<file path="config.mk">
export PLATFORM = sky130hd
export DESIGN_NAME = key_escape_decoder
export DESIGN_NICKNAME = d
export VERILOG_FILES = /design/src/rtl/ked_pkg.sv /design/src/rtl/ked_byte_class.sv /design/src/rtl/key_escape_decoder.sv
export VERILOG_INCLUDE_DIRS = /design/src /design/src/rtl
export SDC_FILE = /design/constraint.sdc
export NUM_CORES = 1
export LEC_CHECK = 0
export ABC_AREA = 1
export BUFFER_PORTS_ARGS = -buffer_cell sky130_fd_sc_hd__buf_2
export CORE_MARGIN = 2
export CORE_UTILIZATION = 58
export CTS_CLUSTER_SIZE = 14
export DETAILED_ROUTE_END_ITERATION = 6
export HOLD_SLACK_MARGIN = 0.05
export PLACE_DENSITY = 0.76
export SLEW_MARGIN = 25
export SYNTH_ARGS = -nofsm -noshare
export SYNTH_HDL_FRONTEND = slang
export SYNTH_SLANG_ARGS = --single-unit
</file>
<file path="constraint.sdc">
create_clock -name clk_i -period 2.53 [get_ports clk_i]
set_input_delay 0.1265 -clock clk_i [delete_from_list [all_inputs] [get_ports clk_i]]
set_output_delay 0.1265 -clock clk_i [all_outputs]
set_load 0.02 [all_outputs]
</file>
<file path="src/rtl/key_escape_decoder_macros.svh">
// ----------------------------------------------------------------------------
// Assertion macros for the key escape decoder
// Clocked on clk_i, quiet while rst_ni is low.
// ----------------------------------------------------------------------------
`ifndef KEY_ESCAPE_DECODER_MACROS_SVH
`define KEY_ESCAPE_DECODER_MACROS_SVH

// Same-cycle implication.
`define KED_ASSERT_NOW(label, ante, cons, msg) \
  label: assert property (@(posedge clk_i) disable iff (!rst_ni) (ante) |-> (cons)) \
    else $error(msg);

// Next-cycle implication.
`define KED_ASSERT_NEXT(label, ante, cons, msg) \
  label: assert property (@(posedge clk_i) disable iff (!rst_ni) (ante) |=> (cons)) \
    else $error(msg);

`endif

</file>
<file path="src/rtl/ked_pkg.sv">
`timescale 1ns / 1ps
`default_nettype none
// ----------------------------------------------------------------------------
// ked_pkg
// Shared types and character constants of the key escape decoder.
// ----------------------------------------------------------------------------
package ked_pkg;

  localparam int unsigned CodeW = 9;
  localparam int unsigned UsedW = 3;

  // Character codes
  localparam logic [7:0] ChNul       = 8'h00;
  localparam logic [7:0] ChTab       = 8'h09;
  localparam logic [7:0] ChCr        = 8'h0D;
  localparam logic [7:0] ChSpace     = 8'h20;
  localparam logic [7:0] ChDash      = 8'h2D;
  localparam logic [7:0] ChZero      = 8'h30;
  localparam logic [7:0] ChSeven     = 8'h37;
  localparam logic [7:0] ChNine      = 8'h39;
  localparam logic [7:0] ChQmark     = 8'h3F;
  localparam logic [7:0] ChAt        = 8'h40;
  localparam logic [7:0] ChUpperA    = 8'h41;
  localparam logic [7:0] ChUpperF    = 8'h46;
  localparam logic [7:0] ChUpperM    = 8'h4D;
  localparam logic [7:0] ChBackslash = 8'h5C;
  localparam logic [7:0] ChCaret     = 8'h5E;
  localparam logic [7:0] ChUnder     = 8'h5F;
  localparam logic [7:0] ChLowerA    = 8'h61;
  localparam logic [7:0] ChLowerB    = 8'h62;
  localparam logic [7:0] ChLowerF    = 8'h66;
  localparam logic [7:0] ChLowerN    = 8'h6E;
  localparam logic [7:0] ChLowerR    = 8'h72;
  localparam logic [7:0] ChLowerT    = 8'h74;
  localparam logic [7:0] ChLowerX    = 8'h78;
  localparam logic [7:0] ChLowerZ    = 8'h7A;

  // Escape results
  localparam logic [7:0] CodeBs = 8'h08;
  localparam logic [7:0] CodeFf = 8'h0C;
  localparam logic [7:0] CodeLf = 8'h0A;

  localparam logic [7:0] MetaBit = 8'h80;
  localparam logic [6:0] DelCode = 7'h7F;

  // Consumed byte counts
  localparam logic [UsedW-1:0] UsedNone  = 3'd0;
  localparam logic [UsedW-1:0] UsedOne   = 3'd1;
  localparam logic [UsedW-1:0] UsedTwo   = 3'd2;
  localparam logic [UsedW-1:0] UsedThree = 3'd3;
  localparam logic [UsedW-1:0] UsedFour  = 3'd4;

  // Per-byte classification
  typedef struct packed {
    logic [7:0] ch;
    logic       is_bslash;
    logic       is_caret;
    logic       is_m;
    logic       is_dash;
    logic       is_oct;
    logic       is_hex;
    logic [3:0] hex_val;
    logic       is_qmark;
    logic       is_upper_ctl;  // '@' .. '_'
    logic       is_lower_ctl;  // 'a' .. 'z'
    logic       is_blank;      // NUL or white space
  } ked_class_t;

  typedef struct packed {
    logic [CodeW-1:0] code;
    logic             bad;
    logic [UsedW-1:0] used;
  } ked_res_t;

endpackage
`default_nettype wire

</file>
<file path="src/rtl/ked_byte_class.sv">
`timescale 1ns / 1ps
`default_nettype none
// ----------------------------------------------------------------------------
// ked_byte_class
// Classifies one text byte: escape leaders, digits, caret operand ranges.
// ----------------------------------------------------------------------------
module ked_byte_class import ked_pkg::*; (
  input  wire logic [7:0] byte_i,
  output ked_class_t      class_o
);

  logic is_digit;
  logic is_lhex;
  logic is_uhex;

  always_comb begin
    is_digit = (byte_i >= ChZero) && (byte_i <= ChNine);
    is_lhex  = (byte_i >= ChLowerA) && (byte_i <= ChLowerF);
    is_uhex  = (byte_i >= ChUpperA) && (byte_i <= ChUpperF);

    class_o.ch           = byte_i;
    class_o.is_bslash    = (byte_i == ChBackslash);
    class_o.is_caret     = (byte_i == ChCaret);
    class_o.is_m         = (byte_i == ChUpperM);
    class_o.is_dash      = (byte_i == ChDash);
    class_o.is_oct       = (byte_i >= ChZero) && (byte_i <= ChSeven);
    class_o.is_hex       = is_digit || is_lhex || is_uhex;
    // letters: low nibble 1..6 plus 9 gives 10..15
    class_o.hex_val      = is_digit ? byte_i[3:0] : byte_i[3:0] + 4'd9;
    class_o.is_qmark     = (byte_i == ChQmark);
    class_o.is_upper_ctl = (byte_i >= ChAt) && (byte_i <= ChUnder);
    class_o.is_lower_ctl = (byte_i >= ChLowerA) && (byte_i <= ChLowerZ);
    class_o.is_blank     = (byte_i == ChNul) || (byte_i == ChSpace) ||
                           ((byte_i >= ChTab) && (byte_i <= ChCr));
  end

endmodule
`default_nettype wire

</file>
<file path="src/rtl/key_escape_decoder.sv">
`timescale 1ns / 1ps
`default_nettype none
// ----------------------------------------------------------------------------
// key_escape_decoder
// Decodes one key notation at the start of a four-byte text window.
// ----------------------------------------------------------------------------
// Each request carries a four-byte window (bytes past the end of the text
// are NUL) and yields exactly one result: the character code, a bad-form
// flag and the number of bytes the notation used. A leading backslash
// starts a C escape (\\ \b \f \n \r \t, \x with one or two hex digits, one
// to three octal digits, bare \x giving 'x'; else a lone backslash, one byte).
// Otherwise an optional "M-" prefix sets bit 7, followed by caret control
// notation (^? ^@.. ^_ ^a.. ^z, caret before NUL or blank gives '^') or a
// plain byte. A caret before any other byte reports bad_form with code 0
// and consumed 0. Throughput is one request per clock while the output is
// not stalled; the result passes through three register stages: byte
// classification, escape/caret candidate decode, and final selection in
// the output register. Backpressure ripples stage by stage, so each stage
// refills as soon as the one ahead moves and no bubbles are added under
// stalls.
// ----------------------------------------------------------------------------
`include "key_escape_decoder_macros.svh"

module key_escape_decoder import ked_pkg::*; (
  input  wire logic        clk_i,
  input  wire logic        rst_ni,
  // tdata: char0[7:0], char1[15:8], char2[23:16], char3[31:24]
  input  wire logic [31:0] s_axis_tdata,
  input  wire logic        s_axis_tvalid,
  output logic             s_axis_tready,
  // tdata: code[8:0], bad_form[9], consumed[12:10], zero pad[15:13]
  output logic [15:0]      m_axis_tdata,
  output logic             m_axis_tvalid,
  input  wire logic        m_axis_tready
);

  // --------------------------------------------------------------------------
  // Stage control: valid per stage, ready ripples back from the output
  // --------------------------------------------------------------------------
  logic v1_q, v2_q, v3_q;
  logic rdy1, rdy2, rdy3;

  assign rdy3          = !v3_q || m_axis_tready;
  assign rdy2          = !v2_q || rdy3;
  assign rdy1          = !v1_q || rdy2;
  assign s_axis_tready = rdy1;

  always_ff @(posedge clk_i or negedge rst_ni) begin
    if (!rst_ni) begin
      v1_q <= 1'b0;
      v2_q <= 1'b0;
      v3_q <= 1'b0;
    end else begin
      if (rdy1) v1_q <= s_axis_tvalid;
      if (rdy2) v2_q <= v1_q;
      if (rdy3) v3_q <= v2_q;
    end
  end

  // --------------------------------------------------------------------------
  // Stage 1: classify each byte of the window
  // --------------------------------------------------------------------------
  ked_class_t cls_d [4];
  ked_class_t cls_q [4];

  for (genvar i = 0; i < 4; i++) begin : g_class
    ked_byte_class u_class (
      .byte_i  (s_axis_tdata[8*i +: 8]),
      .class_o (cls_d[i])
    );
  end

  always_ff @(posedge clk_i) begin
    if (rdy1 && s_axis_tvalid) begin
      cls_q <= cls_d;
    end
  end

  // --------------------------------------------------------------------------
  // Stage 2: decode escape and text forms side by side
  // --------------------------------------------------------------------------
  ked_res_t   esc_d, esc_q;
  ked_res_t   txt_d, txt_q;
  logic       is_esc_q;
  logic       meta;
  ked_class_t lead;
  ked_class_t nxt;
  logic [7:0] e;

  always_comb begin
    e = cls_q[1].ch;

    // backslash escapes
    esc_d.bad  = 1'b0;
    esc_d.used = UsedTwo;
    esc_d.code = {1'b0, ChBackslash};
    case (1'b1)
      cls_q[1].is_bslash: esc_d.code = {1'b0, ChBackslash};
      (e == ChLowerB):    esc_d.code = {1'b0, CodeBs};
      (e == ChLowerF):    esc_d.code = {1'b0, CodeFf};
      (e == ChLowerN):    esc_d.code = {1'b0, CodeLf};
      (e == ChLowerR):    esc_d.code = {1'b0, ChCr};
      (e == ChLowerT):    esc_d.code = {1'b0, ChTab};
      (e == ChLowerX): begin
        if (cls_q[2].is_hex && cls_q[3].is_hex) begin
          esc_d.code = {1'b0, cls_q[2].hex_val, cls_q[3].hex_val};
          esc_d.used = UsedFour;
        end else if (cls_q[2].is_hex) begin
          esc_d.code = {5'b0, cls_q[2].hex_val};
          esc_d.used = UsedThree;
        end else begin
          esc_d.code = {1'b0, ChLowerX};
        end
      end
      cls_q[1].is_oct: begin
        if (cls_q[2].is_oct && cls_q[3].is_oct) begin
          esc_d.code = {e[2:0], cls_q[2].ch[2:0], cls_q[3].ch[2:0]};
          esc_d.used = UsedFour;
        end else if (cls_q[2].is_oct) begin
          esc_d.code = {3'b0, e[2:0], cls_q[2].ch[2:0]};
          esc_d.used = UsedThree;
        end else begin
          esc_d.code = {6'b0, e[2:0]};
        end
      end
      default: begin
        esc_d.code = {1'b0, ChBackslash};
        esc_d.used = UsedOne;
      end
    endcase

    // optional meta prefix, then caret form or plain byte
    meta = cls_q[0].is_m && cls_q[1].is_dash;
    lead = meta ? cls_q[2] : cls_q[0];
    nxt  = meta ? cls_q[3] : cls_q[1];

    txt_d.bad = 1'b0;
    if (lead.is_caret) begin
      txt_d.used = meta ? UsedFour : UsedTwo;
      if (nxt.is_qmark) begin
        txt_d.code = {1'b0, meta, DelCode};
      end else if (nxt.is_upper_ctl || nxt.is_lower_ctl) begin
        txt_d.code = {1'b0, meta, 2'b0, nxt.ch[4:0]};
      end else if (nxt.is_blank) begin
        txt_d.code = {1'b0, meta, ChCaret[6:0]};
      end else begin
        txt_d.code = '0;
        txt_d.used = UsedNone;
        txt_d.bad  = 1'b1;
      end
    end else begin
      txt_d.code = {1'b0, lead.ch | (meta ? MetaBit : 8'h00)};
      txt_d.used = meta ? UsedThree : UsedOne;
    end
  end

  always_ff @(posedge clk_i) begin
    if (rdy2 && v1_q) begin
      esc_q    <= esc_d;
      txt_q    <= txt_d;
      is_esc_q <= cls_q[0].is_bslash;
    end
  end

  // --------------------------------------------------------------------------
  // Stage 3: pick the form, output register
  // --------------------------------------------------------------------------
  ked_res_t res_d, res_q;

  assign res_d = is_esc_q ? esc_q : txt_q;

  always_ff @(posedge clk_i) begin
    if (rdy3 && v2_q) begin
      res_q <= res_d;
    end
  end

  assign m_axis_tvalid = v3_q;
  assign m_axis_tdata  = {3'b0, res_q.used, res_q.bad, res_q.code};

  // --------------------------------------------------------------------------
  // Assertions
  // --------------------------------------------------------------------------
  `KED_ASSERT_NOW(a_bad_is_empty, m_axis_tvalid && res_q.bad,
                  res_q.used == UsedNone && res_q.code == '0,
                  "bad form must give zero code and count")
  `KED_ASSERT_NOW(a_used_range, m_axis_tvalid,
                  res_q.used <= UsedFour && (res_q.bad || res_q.used != UsedNone),
                  "consumed out of range")
  `KED_ASSERT_NEXT(a_s1_handoff, v1_q && rdy2, v2_q, "stage 1 request lost")
  `KED_ASSERT_NOW(a_full_when_stalled, !s_axis_tready, v1_q && v2_q && v3_q,
                  "input stalled with a bubble in the pipe")

endmodule
`default_nettype wire

</file>
Yosys cells after proc, flatten, opt, wreduce, memory -nomap -nowiden
Index checks and enable logic that the tools add are counted.
Word-level totals
  logic and storage cells: 248
  register bits after elaboration: 127
  output and inout bits: 18
  ROM bits: 0
  bits of input ports: 36
  latch bits: 0
  memories: 0
  bits in writable memories: 0
Operators by class
  add/sub/neg operators: 4
  shift operators: 0
  multiply operators: 0
  reduce and logical (&&, ||, !) cells: 65
  divide/modulo/power cells: 0
  bitwise operators: 2
  multiplexer cells: 35
  equality and inequality tests: 30
  magnitude comparators: 48
Operator list (number)
  8-bit by 7-bit == test with 1-bit output (second input constant): 18
  8-bit by 7-bit less-or-equal comparator with 1-bit output (second input constant): 16
  8-bit by 6-bit == test with 1-bit output (second input constant): 12
  8-bit by 7-bit greater-or-equal comparator with 1-bit output (second input constant): 12
  8-bit by 6-bit less-or-equal comparator with 1-bit output (second input constant): 8
  7-bit 2-to-1 mux: 6
  8-bit 2-to-1 mux: 5
  9-bit 2-to-1 mux: 4
  1-bit logical AND: 34
  8-bit by 4-bit greater-or-equal comparator with 1-bit output (second input constant): 4
  8-bit by 6-bit greater-or-equal comparator with 1-bit output (second input constant): 4
  8-bit by 4-bit less-or-equal comparator with 1-bit output (second input constant): 4
  8-bit logical NOT: 4
  3-bit 2-to-1 mux: 8
  22-bit 2-to-1 mux: 1
  1-bit logical OR: 20
  4-bit 2-to-1 mux: 5
  19-bit 2-to-1 mux: 1
  4-bit adder (second input constant): 4
  13-bit 2-to-1 mux: 1
  8-bit bitwise OR: 1
  6-bit 2-to-1 mux: 1
  3-bit OR reduction: 2
  6-bit OR reduction: 1
  other kinds (5): 8

Longest topological paths before layout
  depth after elaboration: 9
  gate-level depth with buffers: 10
  gate-level depth less buffers: 10

Hierarchy
A second synthesis with hierarchy kept.
Unflattened totals
  cells, all modules: 721
  area total of the unflattened synthesis: 6120.9 um2
By module, submodules not included
  key_escape_decoder: area an instance 3998.8 um2, instances 1, cells an instance 317, sequential area each 2867.8 um2
  ked_byte_class at g_class[0].u_class ...: area an instance 529.3 um2, instances 3, cells an instance 101, sequential area each 0.0 um2
  ked_byte_class at g_class[3].u_class: area an instance 534.3 um2, instances 1, cells an instance 101, sequential area each 0.0 um2

Worst setup path after synthesis
Ideal clock, no wire load.
  path type: register to register
  start point: register v3_q, in the netlist m_axis_tvalid
  end point: register cls_q[0] (netlist name), enable pin
  library setup time: 409 ps
  buffers on the path: 0
  slack: 138 ps
  stages on the path, launching flop included: 6
  period minus slack after synthesis: 2392 ps
  data required time: 2121 ps
  arrival time: 1983 ps
  cells stage by stage: dfrtp_1 -> nand2_1 -> nor2_1 -> nand2_1 -> nand2_1 -> inv_1
On the way
  longest elaborated chain between the ends: 5
Ends and longest elaborated chain
  start, declared: RTL line key_escape_decoder.sv:40  | logic v1_q, v2_q, v3_q;
  start signal, assigned: RTL line key_escape_decoder.sv:56  | if (rdy3) v3_q <= v2_q;
  1-bit logical NOT: RTL line key_escape_decoder.sv:43  | assign rdy3 = !v3_q || m_axis_tready;
  1-bit logical OR: RTL line key_escape_decoder.sv:43
  1-bit logical OR: RTL line key_escape_decoder.sv:44  | assign rdy2 = !v2_q || rdy3;
  1-bit logical OR: RTL line key_escape_decoder.sv:45  | assign rdy1 = !v1_q || rdy2;
  named net s_axis_tready: RTL line key_escape_decoder.sv:30  | output logic s_axis_tready,
  1-bit logical AND: RTL line key_escape_decoder.sv:74  | if (rdy1 && s_axis_tvalid) begin
  end signal, assigned: RTL line key_escape_decoder.sv:75  | cls_q <= cls_d;
  end, declared: RTL line key_escape_decoder.sv:64  | ked_class_t cls_q [4];
The timed path passes the listed nets, and every way through them passes these cells.
A chain may end at the register's enable or synchronous reset.

==> out/summary.txt <==
Final Core Density = 71.5%
Number of global-route vias before repair = 3333
Via Count = 3491
Post-Route Hold Slack = 0.0822 ns
Initial Utilization = 60.6%
CTS tree = built
ANT nets after route = 0
Crit path max fanout = 7
DRC = 0
R2R depth = 7
Cell Pwr Density = 661 mW/mm^2
Worst slew pin tran = 0.531 ns
Max Fclk = 568 MHz
HPWL after DPL = 7.14 mm
Crit path kind = input port to register
Area grow syn2layout = 18.1%
CP required = 2.64 ns
RSZ-0062 raised after global routing = false
Cells after Synth = 453
NumNets Final = 586
Clock slew at reported path FFs = 0.09 ns
Initial drt markers = 318
Leak pwr = 2.33 nW
TNS Setup = 0 ns
Maxcap violations = 0
Core area = 0.00781 sq mm
Clock sinks = 96
Pin count of the biggest net entering global routing = 56
Ratio of final minimum period to clock period = 69.5%
Die area = 0.00890 sq mm
IO Port Bufs = 50
Worst Setup End Kind = register
Most frequent cells in the layout = 97 x nand2_1, 93 x edfxtp_1, 56 x inv_1, 50 x buf_2, 41 x nor2_1
Register area share after synthesis = 60.6%
Min cycle time layout = 1.76 ns
Post-synth cell types = 43
CP arrival = 1.87 ns
I/O pins = 54
FF-to-FF setup slack = 0.80 ns
Commonest non-fill, non-tap cell in the layout = nand2_1
H-tree depth = 3
Worst-skew pair later-pin latency = 0.36 ns
Root buffer cell = clkbuf_8
Final-report setup violation count = 0
#FFs+latches synth = 96
Via-per-instance ratio = 5.39
Hold Fails Final Rpt = 0
Critical-path cell with the highest stage delay = dlygate4sd3_1
Peak supply drop = 0.379 mV
GRT overflow = 0
Post-Place Cells = 602
Post-route insts no fill = 648
Die Wd = 94.3 um
Crit path cell chain = dlygate4sd3_1 > buf_2 > inv_1 > ha_1 > inv_1 > a21oi_1 > o21ai_2 > o21ai_1 > xor2_1
Fraction of layout cells with a size suffix above 1 = 19.6%
Synth Cell Area = 0.00473 sq mm
Critical Path Max Stage Delay = 0.52 ns
Total track usage = 23.9%
Area post-placement = 0.00510 sq mm
Hold Path Class = input port to async pin
Drt pass-1 iters = 5
WL per Instance = 15.1 um
Cts bufs inserted = 9
Row cnt = 32
Max transition margin = 64.6%
Post-route cell area = 0.00559 sq mm
EDFF count, synth = 93
RD Place Congestion = 0.982
Dominant synthesized flop cell = edfxtp_1
Fill count = 583
Most frequent CP cell = inv_1
Ant diodes = 0
Mean Syn Cell Area = 10.4 sq um
YS warnings = 0
Final WL = 9.81 mm
Clock skew = 0.0120 ns
FFs w/ async S/R, synth = 3.13%
Height of the chip = 94.3 um
Outcome = finished, final reports clean
Startpoint Class = input port
Fin. max-slew vios = 0
First-pass GRT wire length = 15.9 mm
Clock Path Buffers = 2
Initial antenna violation count = 0
## per-stage QoR
step	power, mW	setup WS, ns
floorplan	2.55	0.138
global placement	2.75	0.911
detailed placement	2.77	0.854
CTS	3.72	0.785
global route	3.88	0.664
finish	3.69	0.771
## layer usage
layer  vias up  share of wire [%]  GRT usage, %
li1       1723                  -             -
met5         -                  0             0
met2       141                 51          41.3
met4         0                2.0          9.06
met3        19                4.9          3.93
met1      1608                 42          30.3
## kinds of logic (layout without fill, tap and decap cells)
group	after synthesis	after routing	synth area share [%]
xor+xnor	6	6	1.11
simple gates	195	195	19.1
flops	96	96	60.6
other cells	1	3	0.0793
compound gates	63	63	7.91
fa+ha+maj	9	9	2.38
mux	11	11	2.62
buf+inv	72	163	6.22
## final cells by class
cell class / count / area [sq um] / area share [%]
sequential: 96 / 2870 / 51.3
clock inverter: 7 / 63.8 / 1.14
timing repair buffer: 83 / 586 / 10.5
inverter: 64 / 240 / 4.30
clock buffer: 9 / 124 / 2.22
multi-input combinational: 287 / 1580 / 28.2
tap: 102 / 128 / 2.28
## where the power goes
group	total, mW	switching (mW)	internal [mW]
registers	2.12	0.0940	2.03
clock network	0.916	0.541	0.375
logic	0.656	0.420	0.237
## final timing paths
kind,from,endpoint
min reg2reg,cls_q[79],is_esc_q
min,rst_ni,v2_q
max,s_axis_tdata[25],cls_q[7]
min in group clk_i,s_axis_tdata[29],cls_q[2]
max reg2reg,cls_q[77],txt_q[5]
max in group asynchronous,rst_ni,v1_q
## flip-flops by register name, indices dropped and copies added, names as in the netlist
signal         cells
cls_q             47
e                  8
esc_q             12
is_esc_q           1
m_axis_tdata      13
m_axis_tvalid      1
txt_q             12
v1_q               1
v2_q               1
## Yosys cell counts, types with 2 or more instances
cell type  number  share of area (%)
dfrtp_1         3                1.6
nand3_1        18                1.9
nand2_2         2               0.26
nand2_1        97                7.7
xnor2_1         2               0.37
nor4_1          5               0.66
nand3_2         2               0.42
a32oi_1         2               0.37
mux2_2         11                2.6
o21ai_0        21                2.2
nor2_1         41                3.3
buf_4           3               0.48
buf_2           4               0.42
inv_2           7               0.56
o21ai_2         2               0.37
nand4_1         9                1.2
nand2_4         3               0.71
xor2_1          4               0.74
o22ai_1         3               0.40
ha_1            9                2.4
nor2_4          5                1.2
a31oi_1         3               0.40
o211ai_1        3               0.48
nor2_2          2               0.26
edfxtp_1       93                 59
nor3_1          6               0.63
inv_1          57                4.5
a21oi_1        17                1.8
o21ai_1         3               0.32
o21a_1          3               0.48
## critical path, delay by kind of cell
family	cells	cell delay (ns)
buffers and inverters	4	0.90
AO/OA/AOI/OAI	3	0.49
XOR/XNOR	1	0.16
adder cells (fa/ha/maj)	1	0.19
## timing repair
action,4_1_cts,5_1_grt
endpoints found under the hold margin,32,0
resized for setup,0,0
endpoints found under the setup margin,0,0
buffers inserted,0,0
hold buffers,30,0
(Power assumes the default switching activity.)
